### src/hdl/rans_interleaved_decoder_defines.svh
// Assertion macros shared by the rANS decoder RTL.
// Depends on nothing; included by files that carry concurrent checks.
`ifndef RANS_INTERLEAVED_DECODER_DEFINES_SVH
`define RANS_INTERLEAVED_DECODER_DEFINES_SVH

// Same-cycle implication, checked at every rising edge outside reset.
`define RANS_ASSERT_NOW(label, clk, rst_n, ante, cons, msg) \
	label: assert property (@(posedge clk) disable iff (!rst_n) (ante) |-> (cons)) \
		else $error(msg);

// Next-cycle implication, checked at every rising edge outside reset.
`define RANS_ASSERT_NEXT(label, clk, rst_n, ante, cons, msg) \
	label: assert property (@(posedge clk) disable iff (!rst_n) (ante) |=> (cons)) \
		else $error(msg);

`endif

### src/hdl/rans_dec_pkg.sv
// Shared types and constants of the rANS decoder: operation codes, register
// indexes, FSM states, memory write bundles and the zigzag unmap function.
`timescale 1ns / 1ps

package rans_dec_pkg;

	typedef enum logic [1:0] {
		OP_LOAD_INFO = 2'd0,
		OP_LOAD_SLOT = 2'd1,
		OP_SET_LANE  = 2'd2,
		OP_DECODE    = 2'd3
	} op_t;

	localparam logic [1:0] CFG_CH_LOG2 = 2'd0;
	localparam logic [1:0] CFG_SIGNED  = 2'd1;

	typedef enum logic [2:0] {
		ST_IDLE,
		ST_LANE,
		ST_SLOT,
		ST_INFO,
		ST_MUL
	} state_t;

	localparam int SLOT_ADDR_W = 18;
	localparam int INFO_ADDR_W = 10;
	localparam int LANE_COUNT  = 4;

	localparam logic [7:0] ZZ_MAG_MASK = 8'h7F;
	localparam logic [7:0] ZZ_MIN_NEG  = 8'h80;

	typedef struct packed {
		logic                   slot_we;
		logic [SLOT_ADDR_W-1:0] slot_addr;
		logic [7:0]             slot_data;
		logic                   info_we;
		logic [INFO_ADDR_W-1:0] info_addr;
		logic [15:0]            info_freq;
		logic [15:0]            info_start;
	} tbl_wr_t;

	typedef struct packed {
		logic        we;
		logic [1:0]  addr;
		logic [31:0] data;
	} lane_wr_t;

	function automatic logic [7:0] zigzag_unmap(input logic [7:0] v);
		logic [7:0] m;
		m = (v >> 1) & ZZ_MAG_MASK;
		if (v[0]) begin
			m = 8'(8'd0 - m);
			if (m == 8'd0) begin
				m = ZZ_MIN_NEG;
			end
		end
		return m;
	endfunction

endpackage

### src/hdl/rans_dec_lane_mem.sv
// Lane state store of the rANS decoder: four 32-bit entries, one write and
// one registered read port; per-entry valid bits make unwritten lanes read 0.
`timescale 1ns / 1ps

module rans_dec_lane_mem (
	input  logic                   clk,
	input  logic                   arst_n,
	input  rans_dec_pkg::lane_wr_t wr,
	input  logic                   rd_en,
	input  logic [1:0]             rd_addr,
	output logic [31:0]            rd_data
);

	logic [31:0] mem [rans_dec_pkg::LANE_COUNT];
	logic [rans_dec_pkg::LANE_COUNT-1:0] vld_q;
	logic [31:0] rd_data_q;
	logic        rd_vld_q;

	always_ff @(posedge clk) begin
		if (wr.we) begin
			mem[wr.addr] <= wr.data;
		end
		if (rd_en) begin
			rd_data_q <= mem[rd_addr];
		end
	end

	always_ff @(posedge clk or negedge arst_n) begin
		if (!arst_n) begin
			vld_q    <= '0;
			rd_vld_q <= 1'b0;
		end else begin
			if (wr.we) begin
				vld_q[wr.addr] <= 1'b1;
			end
			if (rd_en) begin
				rd_vld_q <= vld_q[rd_addr];
			end
		end
	end

	// a lane never written since reset holds zero
	assign rd_data = rd_vld_q ? rd_data_q : 32'd0;

endmodule

### config.mk
export PLATFORM = sky130hd
export DESIGN_NAME = rans_dec_lane_mem
export DESIGN_NICKNAME = d
export VERILOG_FILES = /design/src/hdl/rans_interleaved_decoder_defines.svh /design/src/hdl/rans_dec_pkg.sv /design/src/hdl/rans_dec_lane_mem.sv
export SDC_FILE = /design/constraint.sdc
export NUM_CORES = 1
export LEC_CHECK = 0
export ABC_AREA = 1
export BUFFER_PORTS_ARGS = -buffer_cell sky130_fd_sc_hd__buf_4
export CAP_MARGIN = 30
export CORE_UTILIZATION = 46
export DETAILED_ROUTE_END_ITERATION = 7
export HOLD_SLACK_MARGIN = 0.05
export PLACE_DENSITY = 0.68
export SYNTH_ARGS = -nofsm -noshare
export SYNTH_HDL_FRONTEND = slang
export SYNTH_SLANG_ARGS = --single-unit
### constraint.sdc
create_clock -name clk -period 0.9 [get_ports clk]
set_input_delay 0.18 -clock clk [delete_from_list [all_inputs] [get_ports clk]]
set_output_delay 0.18 -clock clk [all_outputs]
set_load 0.1 [all_outputs]
Yosys cells after proc, flatten, opt, wreduce, memory -nomap -nowiden
Memory sizes are Yosys's and may differ from the RTL's. A register that Yosys moved wholly into a read port is not among the register bits.
Cells that the tools add are included.
{ "word_totals": {"inputBits": 40, "word_cells": 15, "ramBits": 128, "mem_count": 1, "reg_bits": 5} }
{ "op_classes": {"n_bitwise": 1, "n_mux": 7, "n_reduce_logical": 1, "order_cmp": 3} }
{ "mem_list": {"columns": ["memory", "depth", "width", "read_ports", "rd_ports_with_merged_regs", "write_ports", "line_no", "rtl"], "rows": [
  ["mem", 4, 32, 1, 1, 1, "rans_dec_lane_mem.sv:14", "logic [31:0] mem [rans_dec_pkg::LANE_COUNT];"]
]} }
{ "op_table": {"columns": ["op", "count"], "rows": [
  ["two-way mux 32 bit", 1],
  ["< comparator 2 x 3 -> 1 bit (second input constant)", 2],
  ["two-way mux 1 bit", 4],
  ["OR 4 bit", 1],
  ["binary-select mux 1 bit (select 2 bit)", 1],
  ["demux 1 bit (select 2 bit)", 1],
  [">= comparator 2 x 1 -> 1 bit (second input constant)", 1],
  ["logical AND 1 bit", 1]
]} }

Longest topological paths before layout
Gate-level depths: netlist of the first run.
{ "depth": {"word_depth": 5, "depth_mapped": 7} }

Least setup slack after synthesis of the first run
Ideal clock, no wire load.
{ "synth_path": {"path_type": "input to register", "startpoint": "input wr[32] in the netlist's numbering", "endpoint": "memory mem[0][0], enable pin", "t_arrival_ns": 1.651, "cell_stages": 3, "slack_ns": -1.172, "path_cell_list": "inv_1 -> nand2_1 -> nor2_1"} }
{ "synth_lines": {"columns": ["element", "line_no", "rtl"], "rows": [
  ["start, declared", "rans_dec_lane_mem.sv:8", "input rans_dec_pkg::lane_wr_t wr,"],
  ["end, declared", "rans_dec_lane_mem.sv:14", null]
]} }
Straight into the memory's write port.

Worst setup path after layout of the first run
{ "layout_path": {"startpoint": "register rd_vld_q", "endpoint": "output rd_data[6]"} }
{ "layout_between": {"elab_chain_cells": 1} }
{ "layout_lines": {"columns": ["element", "line_no", "rtl"], "rows": [
  ["start, declared", "rans_dec_lane_mem.sv:17", "logic rd_vld_q;"],
  ["start signal, assigned", "rans_dec_lane_mem.sv:37", "rd_vld_q <= vld_q[rd_addr];"],
  ["two-way mux 32 bit", "rans_dec_lane_mem.sv:43", "assign rd_data = rd_vld_q ? rd_data_q : 32'd0;"],
  ["end, declared", "rans_dec_lane_mem.sv:11", "output logic [31:0] rd_data"]
]} }
No other way between the ends.

==> results of run 1 <==
[cells by family after synthesis]
group,Yosys count
AOI/OAI and AO/OA,100
buffers and inverters,65
DFF,165
and+or+nand+nor,112
[critical path: stages, from the launching register on]
cell and delay (ps):
dfrtp_2 440, buf_12 170, nand2_2 100, clkinvlp_4 90, buf_6 180
[layout by cell type, fill, tap and decap left out, types with 3 or more instances in the layout]
master         netlist  layout
edfxtp_1           160     160
clkinvlp_4           0      37
clkbuf_16            0      17
nor2_1              68      62
o22ai_1             32      32
o21ai_1             10      42
buf_4                3      49
buf_12               0      21
dfrtp_1              5       4
nor2_4               0       4
buf_6                7       4
o21ai_2              0       9
nand2_1             42       8
nand2_2              0      31
clkinv_4             0       3
buf_8                0      24
clkinv_2             0       3
o21ai_0             58      17
inv_1               39       6
dlygate4sd3_1        0      34
[path summary, 6_finish.rpt]
kind	from	endpoint	slack [ps]	cells after the start
worst max-delay path	rd_vld_q	rd_data[6]	-680	4
worst min-delay path	arst_n	vld_q[1]	110	2
worst max register to register	mem[1][23]	rd_data_q[23]	0	2
worst min register to register	vld_q[1]	vld_q[1]	470	2
max in group asynchronous	arst_n	rd_vld_q	670	2
min in group clk	wr[34]	vld_q[2]	110	3
[layout make-up]
type | count | area (um^2)
Fill cell | 934 | 4483
Timing Repair Buffer | 132 | 1534
Multi-Input combinational cell | 212 | 1150
Clock buffer | 17 | 425.4
Sequential cell | 165 | 4931
Inverter | 41 | 290.3
Tap cell | 176 | 220.2
Clock inverter | 15 | 156.4
[stage by stage]
stage                     hold slack [ps]  setup TNS, ps  worst slack [ps]  util [%]
final                               106.2         -21060            -680.9     66.01
after global routing                101.2         -22750            -727.2     66.01
after CTS                           88.95         -22010            -711.3     65.30
after detailed placement           -14.11         -46360            -309.6     56.79
after global placement             -16.23         -45680            -290.0     56.79
after floorplan                    -115.6         -45770            -393.4         -
[power groups by stage]
stage               Combinational, mW  Sequential (mW)  Clock [mW]
floorplan                        1.68             9.14           0
detailed placement               2.41             9.17           0
finish                           2.79             9.03        6.95
global placement                 2.37             9.16           0
global route                     2.93             9.06        7.37
CTS                              2.72             9.02        7.10
[sequential cells by signal, summed over array words and instances (netlist names)]
register,count
mem,128
rd_data_q,32
rd_vld_q,1
vld_q,4
[synth_stat cells, drive strengths merged]
master	n	area, um^2
nand2	42	157.7
nor2	68	255.2
dfrtp	5	125.1
o22ai	32	200.2
edfxtp	160	4805
clkbuf	4	17.52
inv	41	153.9
buf	20	151.4
nand3	2	10.01
o21ai	68	340.3
[timing repair]
action	CTS	global route
hold buffers	34	0
setup endpoints to repair	39	58
resized for setup	63	56
pin swaps	1	6
hold endpoints to repair	135	0
[per-layer routing]
metal  vias to the layer above  global-route usage [%]  wire length [um]
li1                       1837                       -                 -
met1                      1899                   21.96              4966
met2                       112                   34.60              6790
met3                        14                   4.681               626
met4                         0                   8.574               200
met5                         -                       0                 0
==> results by group, run 1 <==
Clock tree
  • Clk buf depth: 2
  • Post-CTS setup buffers: 0
  • Clock slew at reported path FFs: 60 ps
  • H-tree depth: 4
  • CTS tree: done
  • CTS root buf: clkbuf_16
  • Clock sinks: 165
  • Clk_lat worst skew: 410 ps
  • TritonCTS buffer count: 17

Detailed routing
  • Antenna Violating Nets Remaining: 0
  • Iter 0 DRT Violations: 268
  • WL/cell: 16.60 um
  • Vias: 3862
  • Post-DR vias/cell: 5.095
  • DR pass1 iterations: 6
  • Detailed Route WL: 12.58 mm
  • Drt drc: 0

Worst setup path
  • Critical path fanouts, max: 15
  • CP Launch Type: register
  • Nature of the critical path endpoint: output pin
  • Critical Path AT: 1400 ps
  • Required @ worst endpoint: 720 ps
  • WS Path Type: register to output pin

Pwr
  • Pint: 13.96 mW
  • Leakage: 3.020 nW
  • Total Power: 18.77 mW
  • Reg power frac: 48.1%
  • Clock power share: 37.0%
  • Max IR drop VDD: 1.182 mV
  • Switching Share: 25.62%
  • Net switching power: 4.807 mW
  • Pwr dens: 2155 mW/mm^2
  • Comb pwr share: 14.9%

STA
  • Max Freq: 632.5 MHz
  • Worst Skew: 5.226 ps
  • Final setup margin: -680.9 ps
  • Slew Viols, Final: 0
  • Fin crit share: 175.7%
  • Final hold vios: 0
  • Worst slew pin tran: 203.4 ps
  • Final setup viols: 32
  • Post-layout min period: 1581 ps
  • Unrepaired setup endpoints after global routing: yes
  • Slew HR: 86.47%

Die
  • # rows: 42
  • Die height: 118.2 um
  • DIE AREA: 0.01398 mm^2
  • I/O pins: 72
  • Core area: 0.01319 mm^2
  • Die width: 118.2 um
  • Starting Density: 47.13%

GRT
  • Vias in the first global route: 4077
  • Initial antenna violation count: 0
  • Largest net degree at the start of global routing: 32
  • Grt ovf: 0
  • Total GRT Usage: 19.37%
  • First-pass GRT wire length: 20.11 mm

Placement
  • Placed insts: 692
  • Placed instance area: 0.007491 mm^2
  • Routability-driven placement congestion ratio: 0.6877
  • HPWL after DPL: 7.593 mm
  • I/O Buffers: 71

Flow run
  • Max-Cap Viols: 0

Synthesis
  • Seq/Total Area, Yosys: 79.31%
  • Largest family of logic cells by synthesized area: compound AO/OA/AOI/OAI gates
  • Synth Area in Compound Gates: 8.696%
  • Synth Area in Simple Gates: 6.804%
  • Avg Inst Size Synth: 14.06 um^2
  • Mux cell area share after synthesis: 0%
  • Adder-cell share of the synthesized area: 0%
  • Syn Nets: 482
  • Synth Instances: 442
  • Synth warn: 0
  • Seq cells post-synth: 165
  • Mapped Area: 0.006216 mm^2
  • XOR/XNOR Fraction of Synth Area: 0%
  • Distinct cells, synth: 15

Final layout
  • Post-Layout Cell Count: 758
  • Layout Area Growth over Synthesis: 40.08%
  • Final instance area: 0.008707 mm^2
  • Final nets: 609
  • Share of layout cells above drive strength 1: 36.94%
  • # diodes: 0

Min path
  • HP Class: input pin to async pin

Outcome
  • Failing checks: negative setup slack
  • Status: finished with violations
No activity file was read; power rests on OpenSTA's default activity.
==> inputs of run 2 (changes only) <==
ABC_AREA = default   (was 1)
SLEW_MARGIN = 10   (was default)
==> run 2 against run 1 <==
  * Critical endpoint is now rd_data[11]
  * The run still ends with negative setup slack left
  * Register-to-register slack got worse by 260 ps
  * Global-route usage fell by 1.0 points
  * Clock power rose by 9.1%
  * Highest routed layer unchanged
  * Count of clock-buffer cells in the layout did not move
  * Synthesized area fell by 2.5%
  * Final cell count fell by 24%
  * Synthesized cell count fell by 42%
  * Core utilization rose by 1.8 points
  * Largest power group unchanged
==> results by group, run 2 <==
GRT
  • Largest net degree at the start of global routing: 25 (-22%)
  • Initial antenna violation count: 0 (unchanged)
  • Grt ovf: 0 (unchanged)
  • First-pass GRT wire length: 17.05 mm (-15%)
  • Total GRT Usage: 18.35% (-1.0 points)
  • Vias in the first global route: 3201 (-21%)

Synthesis
  • Synth warn: 0 (unchanged)
  • Top cells by count, synth: edfxtp_1 (160), and2_1 (32), mux4_2 (29)
  • Seq/Total Area, Yosys: 81.34% (+2.0 points)
  • Count leader, synth: edfxtp_1
  • Yosys top cell area share: 79.27% (+2.0 points)
  • Synth async-reset ratio: 3.030% (unchanged)
  • Cell type with the highest aggregate area in the netlist: edfxtp_1
  • Synth Instances: 255 (-42%)
  • Distinct cells, synth: 20 (+5)
  • Avg Inst Size Synth: 23.77 um^2 (+69%)
  • Ys flop type: edfxtp_1
  • Ranking of synthesized cells by area: edfxtp_1 (79%), mux4_2 (11%), and2_1 (3.3%)
  • Syn Nets: 295 (-39%)
  • Mapped Area: 0.006061 mm^2 (-2.5%)
  • Seq cells post-synth: 165 (unchanged)
  • Post-synth EDFFs: 160 (unchanged)

Die
  • DIE AREA: 0.01364 mm^2 (-2.5%)
  • Core area: 0.01272 mm^2 (-3.5%)
  • Die height: 116.8 um (-1.2%)
  • I/O pins: 72 (unchanged)
  • Starting Density: 47.64% (+0.51 points)
  • Die width: 116.8 um (-1.2%)
  • # rows: 41 (-2.4%)

Detailed routing
  • WL/cell: 19.07 um (+15%)
  • DR pass1 iterations: 6 (unchanged)
  • Iter 0 DRT Violations: 111 (-59%)
  • Detailed Route WL: 11.04 mm (-12%)
  • Vias: 2922 (-24%)
  • Drt drc: 0 (unchanged)
  • Antenna Violating Nets Remaining: 0 (unchanged)
  • Post-DR vias/cell: 5.047 (-0.95%)

Worst setup path
  • Crit path max-delay cell type: dfrtp_2
  • Critical path fanouts, max: 24 (+9)
  • R2R Path Start: mem[1][8]
  • CP Launch Type: register
  • Reg2reg path depth: 1 (-1)
  • WS Path Type: register to output pin
  • Reg2reg setup slack: -260 ps (-260 ps)
  • CP max stage delay: 440 ps (about the same)
  • Required @ worst endpoint: 720 ps (about the same)
  • Critical Path AT: 1390 ps (about the same)
  • Nature of the critical path endpoint: output pin
  • CP Cell Sequence: buf_12 -> and2_4 -> buf_12
  • FF-to-FF End: rd_data_q[8]
  • Cell repeated most along the worst path: buf_12

Clock tree
  • Clock slew at reported path FFs: 70 ps (about the same)
  • H-tree depth: 4 (unchanged)
  • TritonCTS buffer count: 17 (unchanged)
  • Clk_lat worst skew: 420 ps (about the same)
  • Clock sinks: 165 (unchanged)
  • Post-CTS setup buffers: 0 (unchanged)
  • CTS root buf: clkbuf_16
  • Clk buf depth: 2 (unchanged)
  • CTS tree: done

Placement
  • HPWL after DPL: 6.771 mm (-11%)
  • Placed insts: 513 (-26%)
  • I/O Buffers: 71 (unchanged)
  • Routability-driven placement congestion ratio: 0.6488 (-5.7%)

STA
  • Final setup margin: -669.2 ps (+11.74 ps)
  • Max Freq: 637.3 MHz (+0.75%)
  • Worst Skew: 5.980 ps (+0.7537 ps)
  • Fin crit share: 174.4% (-1.3 points)
  • Final setup viols: 65 (+100%)
  • Final hold vios: 0 (unchanged)
  • Slew HR: 80.64% (-5.8 points)
  • Slew Viols, Final: 0 (unchanged)
  • Unrepaired setup endpoints after global routing: yes
  • Post-layout min period: 1569 ps (-11.74 ps)
  • Worst slew pin tran: 290.0 ps (+86.63 ps)

Final layout
  • Layout Area Growth over Synthesis: 42.34%
  • Largest registers: mem x128, rd_data_q x32, vld_q x4
  • Final nets: 434 (-29%)
  • Share of layout cells above drive strength 1: 50.61% (+14 points)
  • Largest register FFs: 128 (unchanged)
  • Post-Layout Cell Count: 579 (-24%)
  • Most flops, register: mem
  • Commonest non-fill, non-tap cell in the layout: edfxtp_1
  • # diodes: 0 (unchanged)
  • Commonest non-fill, non-tap cells in the layout: edfxtp_1 (160), buf_12 (50), buf_4 (46), dlygate4sd3_1 (33)
  • Final Util: 67.81% (+1.8 points)

Flow run
  • Max-Cap Viols: 0 (unchanged)

Pwr
  • Pint: 14.96 mW (+7.2%)
  • Switching Share: 24.51% (-1.1 points)
  • Reg power frac: 45.4% (-2.7 points)
  • Leakage: 3.055 nW (+1.1%)
  • Pwr dens: 2297 mW/mm^2 (+6.6%)
  • Comb pwr share: 16.3% (+1.4 points)
  • Max IR drop VDD: 2.036 mV (+72%)
  • Net switching power: 4.857 mW (+1.0%)
  • Clock power share: 38.3% (+1.3 points)

Min path
  • HP Class: input pin to async pin

Outcome
  • Failing checks: negative setup slack
  • Status: finished with violations
==> run 2: through the flow <==
step / hold slack (ps) / total power, mW / TNS (ps) / area [um^2] / worst slack, ps
after floorplan: -115.6 / 10.96 / -46130 / 6216 / -581.5
after global placement: -10.85 / 11.74 / -49220 / 7244 / -414.5
after detailed placement: -8.829 / 11.80 / -51420 / 7244 / -441.8
after CTS: 79.96 / 19.97 / -27410 / 8620 / -695.4
after global routing: 98.51 / 20.40 / -28950 / 8627 / -718.1
final: 94.53 / 19.82 / -26470 / 8627 / -669.2
==> run 2: worst max-delay path, delay by kind of cell, from the launching register on <==
kind                   cells  cell delay (ps)
DFF                        1              440
and+or+nand+nor            1              180
buffers and inverters      2              330
==> run 2: area by class of cell <==
class,instances,area [um^2]
Timing Repair Buffer,131,1693
Inverter,1,3.754
Multi-Input combinational cell,78,1155
Tap cell,172,215.2
Clock inverter,15,203.9
Sequential cell,165,4931
Clock buffer,17,425.4
Fill cell,847,4095
==> run 2: kinds of logic (layout without fill, tap and decap cells) <==
kind of cell	count (synthesis)	in the layout	synth area share [%]
AOI/OAI and AO/OA	1	1	0.1445
buffers and inverters	12	164	1.734
DFF	165	165	81.34
muxes	34	34	12.43
and+or+nand+nor	43	43	4.356
==> run 2: metal layers <==
| metal | vias up | GRT usage, % | routed length (um) |
|---|---|---|---|
| met5 | - | 0 | 0 |
| met4 | 0 | 9.114 | 263 |
| met3 | 20 | 4.943 | 384 |
| met2 | 72 | 30.97 | 6014 |
| met1 | 1512 | 21.96 | 4379 |
| li1 | 1318 | - | - |
==> run 2: repair_timing <==
| action | 4_1_cts | 5_1_grt |
|---|---|---|
| endpoints found under the setup margin | 65 | 65 |
| gates resized for setup | 99 | 1 |
| endpoints found under the hold margin | 133 | 0 |
| pin swaps | 3 | 0 |
| gates cloned | 1 | 0 |
| hold buffers | 33 | 0 |
==> run 2: power groups by stage <==
stage               Combinational, mW  Clock, mW  Sequential [mW]
finish                           3.23       7.58             9.01
global route                     3.35       8.01             9.04
CTS                              3.25       7.71             9.01
detailed placement               2.63          0             9.17
global placement                 2.59          0             9.14
floorplan                        1.84          0             9.12
==> run 2: how the worst max path moves through the flow <==
stage,start,slack (ps),to,depth (start not counted)
floorplan,wr[32],-580,mem[0][0],1
global placement,rd_addr[0],-410,rd_data_q[26],3
detailed placement,rd_addr[0],-440,rd_data_q[22],3
CTS,rd_vld_q,-700,rd_data[0],3
global route,rd_vld_q,-720,rd_data[12],3
finish,rd_vld_q,-670,rd_data[11],3
==> inputs of run 3 (changes only) <==
SKIP_CTS_REPAIR_TIMING = 1   (was default)
==> run 3 against run 2 <==
  * The run still ends with negative setup slack left
  * Clock skew shrank 1.1 ps
  * Worst setup slack worse by 23 ps
  * Largest cell class unchanged
  * Non-clock buffer count unchanged
  * Combinational power hardly changed
  * Flip-flop and latch count unchanged
==> results by group, run 3 (synthesis gave the netlist of run 2 again) <==
Outcome
  • Status: finished with violations
  • Failing checks: negative setup slack

Die
  • Die height: 116.8 um (unchanged)
  • Starting Density: 47.64% (unchanged)
  • Core area: 0.01272 mm^2 (unchanged)
  • I/O pins: 72 (unchanged)
  • Die width: 116.8 um (unchanged)
  • DIE AREA: 0.01364 mm^2 (unchanged)
  • # rows: 41 (unchanged)

Clock tree
  • CTS root buf: clkbuf_16
  • H-tree depth: 4 (unchanged)
  • Clock slew at reported path FFs: 70 ps (about the same)
  • Clock sinks: 165 (unchanged)
  • Clk_lat worst skew: 430 ps (about the same)
  • TritonCTS buffer count: 17 (unchanged)
  • Clk buf depth: 2 (unchanged)
  • CTS tree: done

Placement
  • HPWL after DPL: 6.771 mm (unchanged)
  • Placement Setup Slack: -441.8 ps (unchanged)
  • Placed instance area: 0.007244 mm^2 (unchanged)
  • I/O Buffers: 71 (unchanged)
  • Routability-driven placement congestion ratio: 0.6488 (unchanged)

Detailed routing
  • DR pass1 iterations: 4 (-2)
  • Vias: 2939 (+0.58%)
  • Drt drc: 0 (unchanged)
  • Detailed Route WL: 11.13 mm (+0.76%)
  • WL/cell: 19.22 um (+0.76%)
  • Iter 0 DRT Violations: 116 (+4.5%)
  • Antenna Violating Nets Remaining: 0 (unchanged)
  • Post-DR vias/cell: 5.076 (+0.58%)

Worst setup path
  • CP Launch Type: register
  • Required @ worst endpoint: 720 ps (about the same)
  • Nature of the critical path endpoint: output pin
  • Crit path max-delay cell type: dfrtp_2
  • Critical Path AT: 1410 ps (+20 ps)
  • WS Path Type: register to output pin
  • CP max stage delay: 460 ps (+20 ps)
  • CP Cell Sequence: clkbuf_16 -> and2_4 -> buf_12
  • Critical path fanouts, max: 12 (-50%)

Final layout
  • # diodes: 0 (unchanged)
  • Largest registers: mem x128, rd_data_q x32, vld_q x4
  • Share of layout cells above drive strength 1: 50.61% (unchanged)
  • Layout Area Growth over Synthesis: 42.61%
  • Final Util: 67.94% (+0.13 points)
  • Largest register FFs: 128 (unchanged)
  • Final instance area: 0.008643 mm^2 (+0.19%)
  • Final nets: 434 (unchanged)
  • Commonest non-fill, non-tap cell in the layout: edfxtp_1
  • Commonest non-fill, non-tap cells in the layout: edfxtp_1 (160), buf_12 (50), buf_4 (47), dlygate4sd3_1 (33)
  • Fill cell count: 852 (+0.59%)
  • Most flops, register: mem

STA
  • Slew Viols, Final: 0 (unchanged)
  • Post-layout min period: 1592 ps (+22.96 ps)
  • Fin crit share: 176.9% (+2.6 points)
  • Unrepaired setup endpoints after global routing: yes
  • Worst slew pin tran: 289.3 ps (-0.7609 ps)
  • Slew HR: 80.70% (about the same)
  • Final setup viols: 65 (unchanged)
  • Max Freq: 628.1 MHz (-1.4%)
  • Final hold vios: 0 (unchanged)
  • Worst Skew: 4.927 ps (-1.053 ps)
  • Final setup margin: -692.1 ps (-22.96 ps)
  • TNS Setup: -27250 ps (-788.7 ps)

GRT
  • Total GRT Usage: 17.39% (-0.95 points)
  • Largest net degree at the start of global routing: 25 (unchanged)
  • Met2 usage: 29.70% (-1.3 points)
  • Initial antenna violation count: 0 (unchanged)
  • GR Util met3: 5.304% (+0.36 points)
  • Vias in the first global route: 2958 (-7.6%)
  • GR peak layer: met2
  • Global Route met1 Usage: 20.19% (-1.8 points)
  • First-pass GRT wire length: 16.13 mm (-5.4%)
  • Grt ovf: 0 (unchanged)

Min path
  • HP Class: input pin to async pin

Pwr
  • Max IR drop VDD: 2.030 mV (-0.29%)
  • Leakage: 3.062 nW (+0.25%)
  • Pwr dens: 2295 mW/mm^2 (about the same)

Flow run
  • Max-Cap Viols: 0 (unchanged)
run 3: changes by cell type in the layout (fill, tap and decap cells not counted), sizes merged:
cell,delta
clkbuf,+1
buf,-1
run 3: worst max-delay path: cells and delay by family (launching register included):
family,cells,cell delay (ps)
buf+inv,2,360
flops,1,460
simple gates,1,170
run 3: layout make-up:
cell class	instances	area [um^2]	area share, %
inverters	1	3.754	0.04343
flip-flops and latches	165	4931	57.05
multi-input cells	78	1155	13.36
repair buffers	131	1709	19.77
clock inverters	15	203.9	2.360
clock buffers	17	425.4	4.922
well taps	172	215.2	2.490
run 3: final timing paths:
check                          start      endpoint  slack (ps)  cells after the start
setup / recovery            rd_vld_q    rd_data[2]        -690                      3
hold / removal                arst_n      vld_q[2]          90                      2
setup reg to reg           mem[2][3]  rd_data_q[3]        -230                      1
hold reg to reg             vld_q[0]      vld_q[0]         490                      1
min in group clk               rd_en      rd_vld_q         130                      3
max in group asynchronous     arst_n      rd_vld_q         680                      2
run 3: stage by stage:
step	power [mW]	hold WS [ps]	std cells
after floorplan	10.96	-115.6	255
after global placement	11.74	-10.85	513
after detailed placement	11.80	-8.829	513
after CTS	19.35	-470.5	545
after global routing	20.42	98.12	579
final	19.84	93.23	579
run 3: layer usage:
metal / up-vias / routed length, um
li1: 1317 / -
met1: 1520 / 4392
met2: 85 / 6094
met3: 17 / 435
met4: 0 / 204
met5: - / 0
run 3: report_power, final:
part	switching (mW)	internal, mW	total [mW]
sequential	0.114	8.90	9.01
combinational	1.84	1.42	3.25
clock	2.91	4.66	7.58
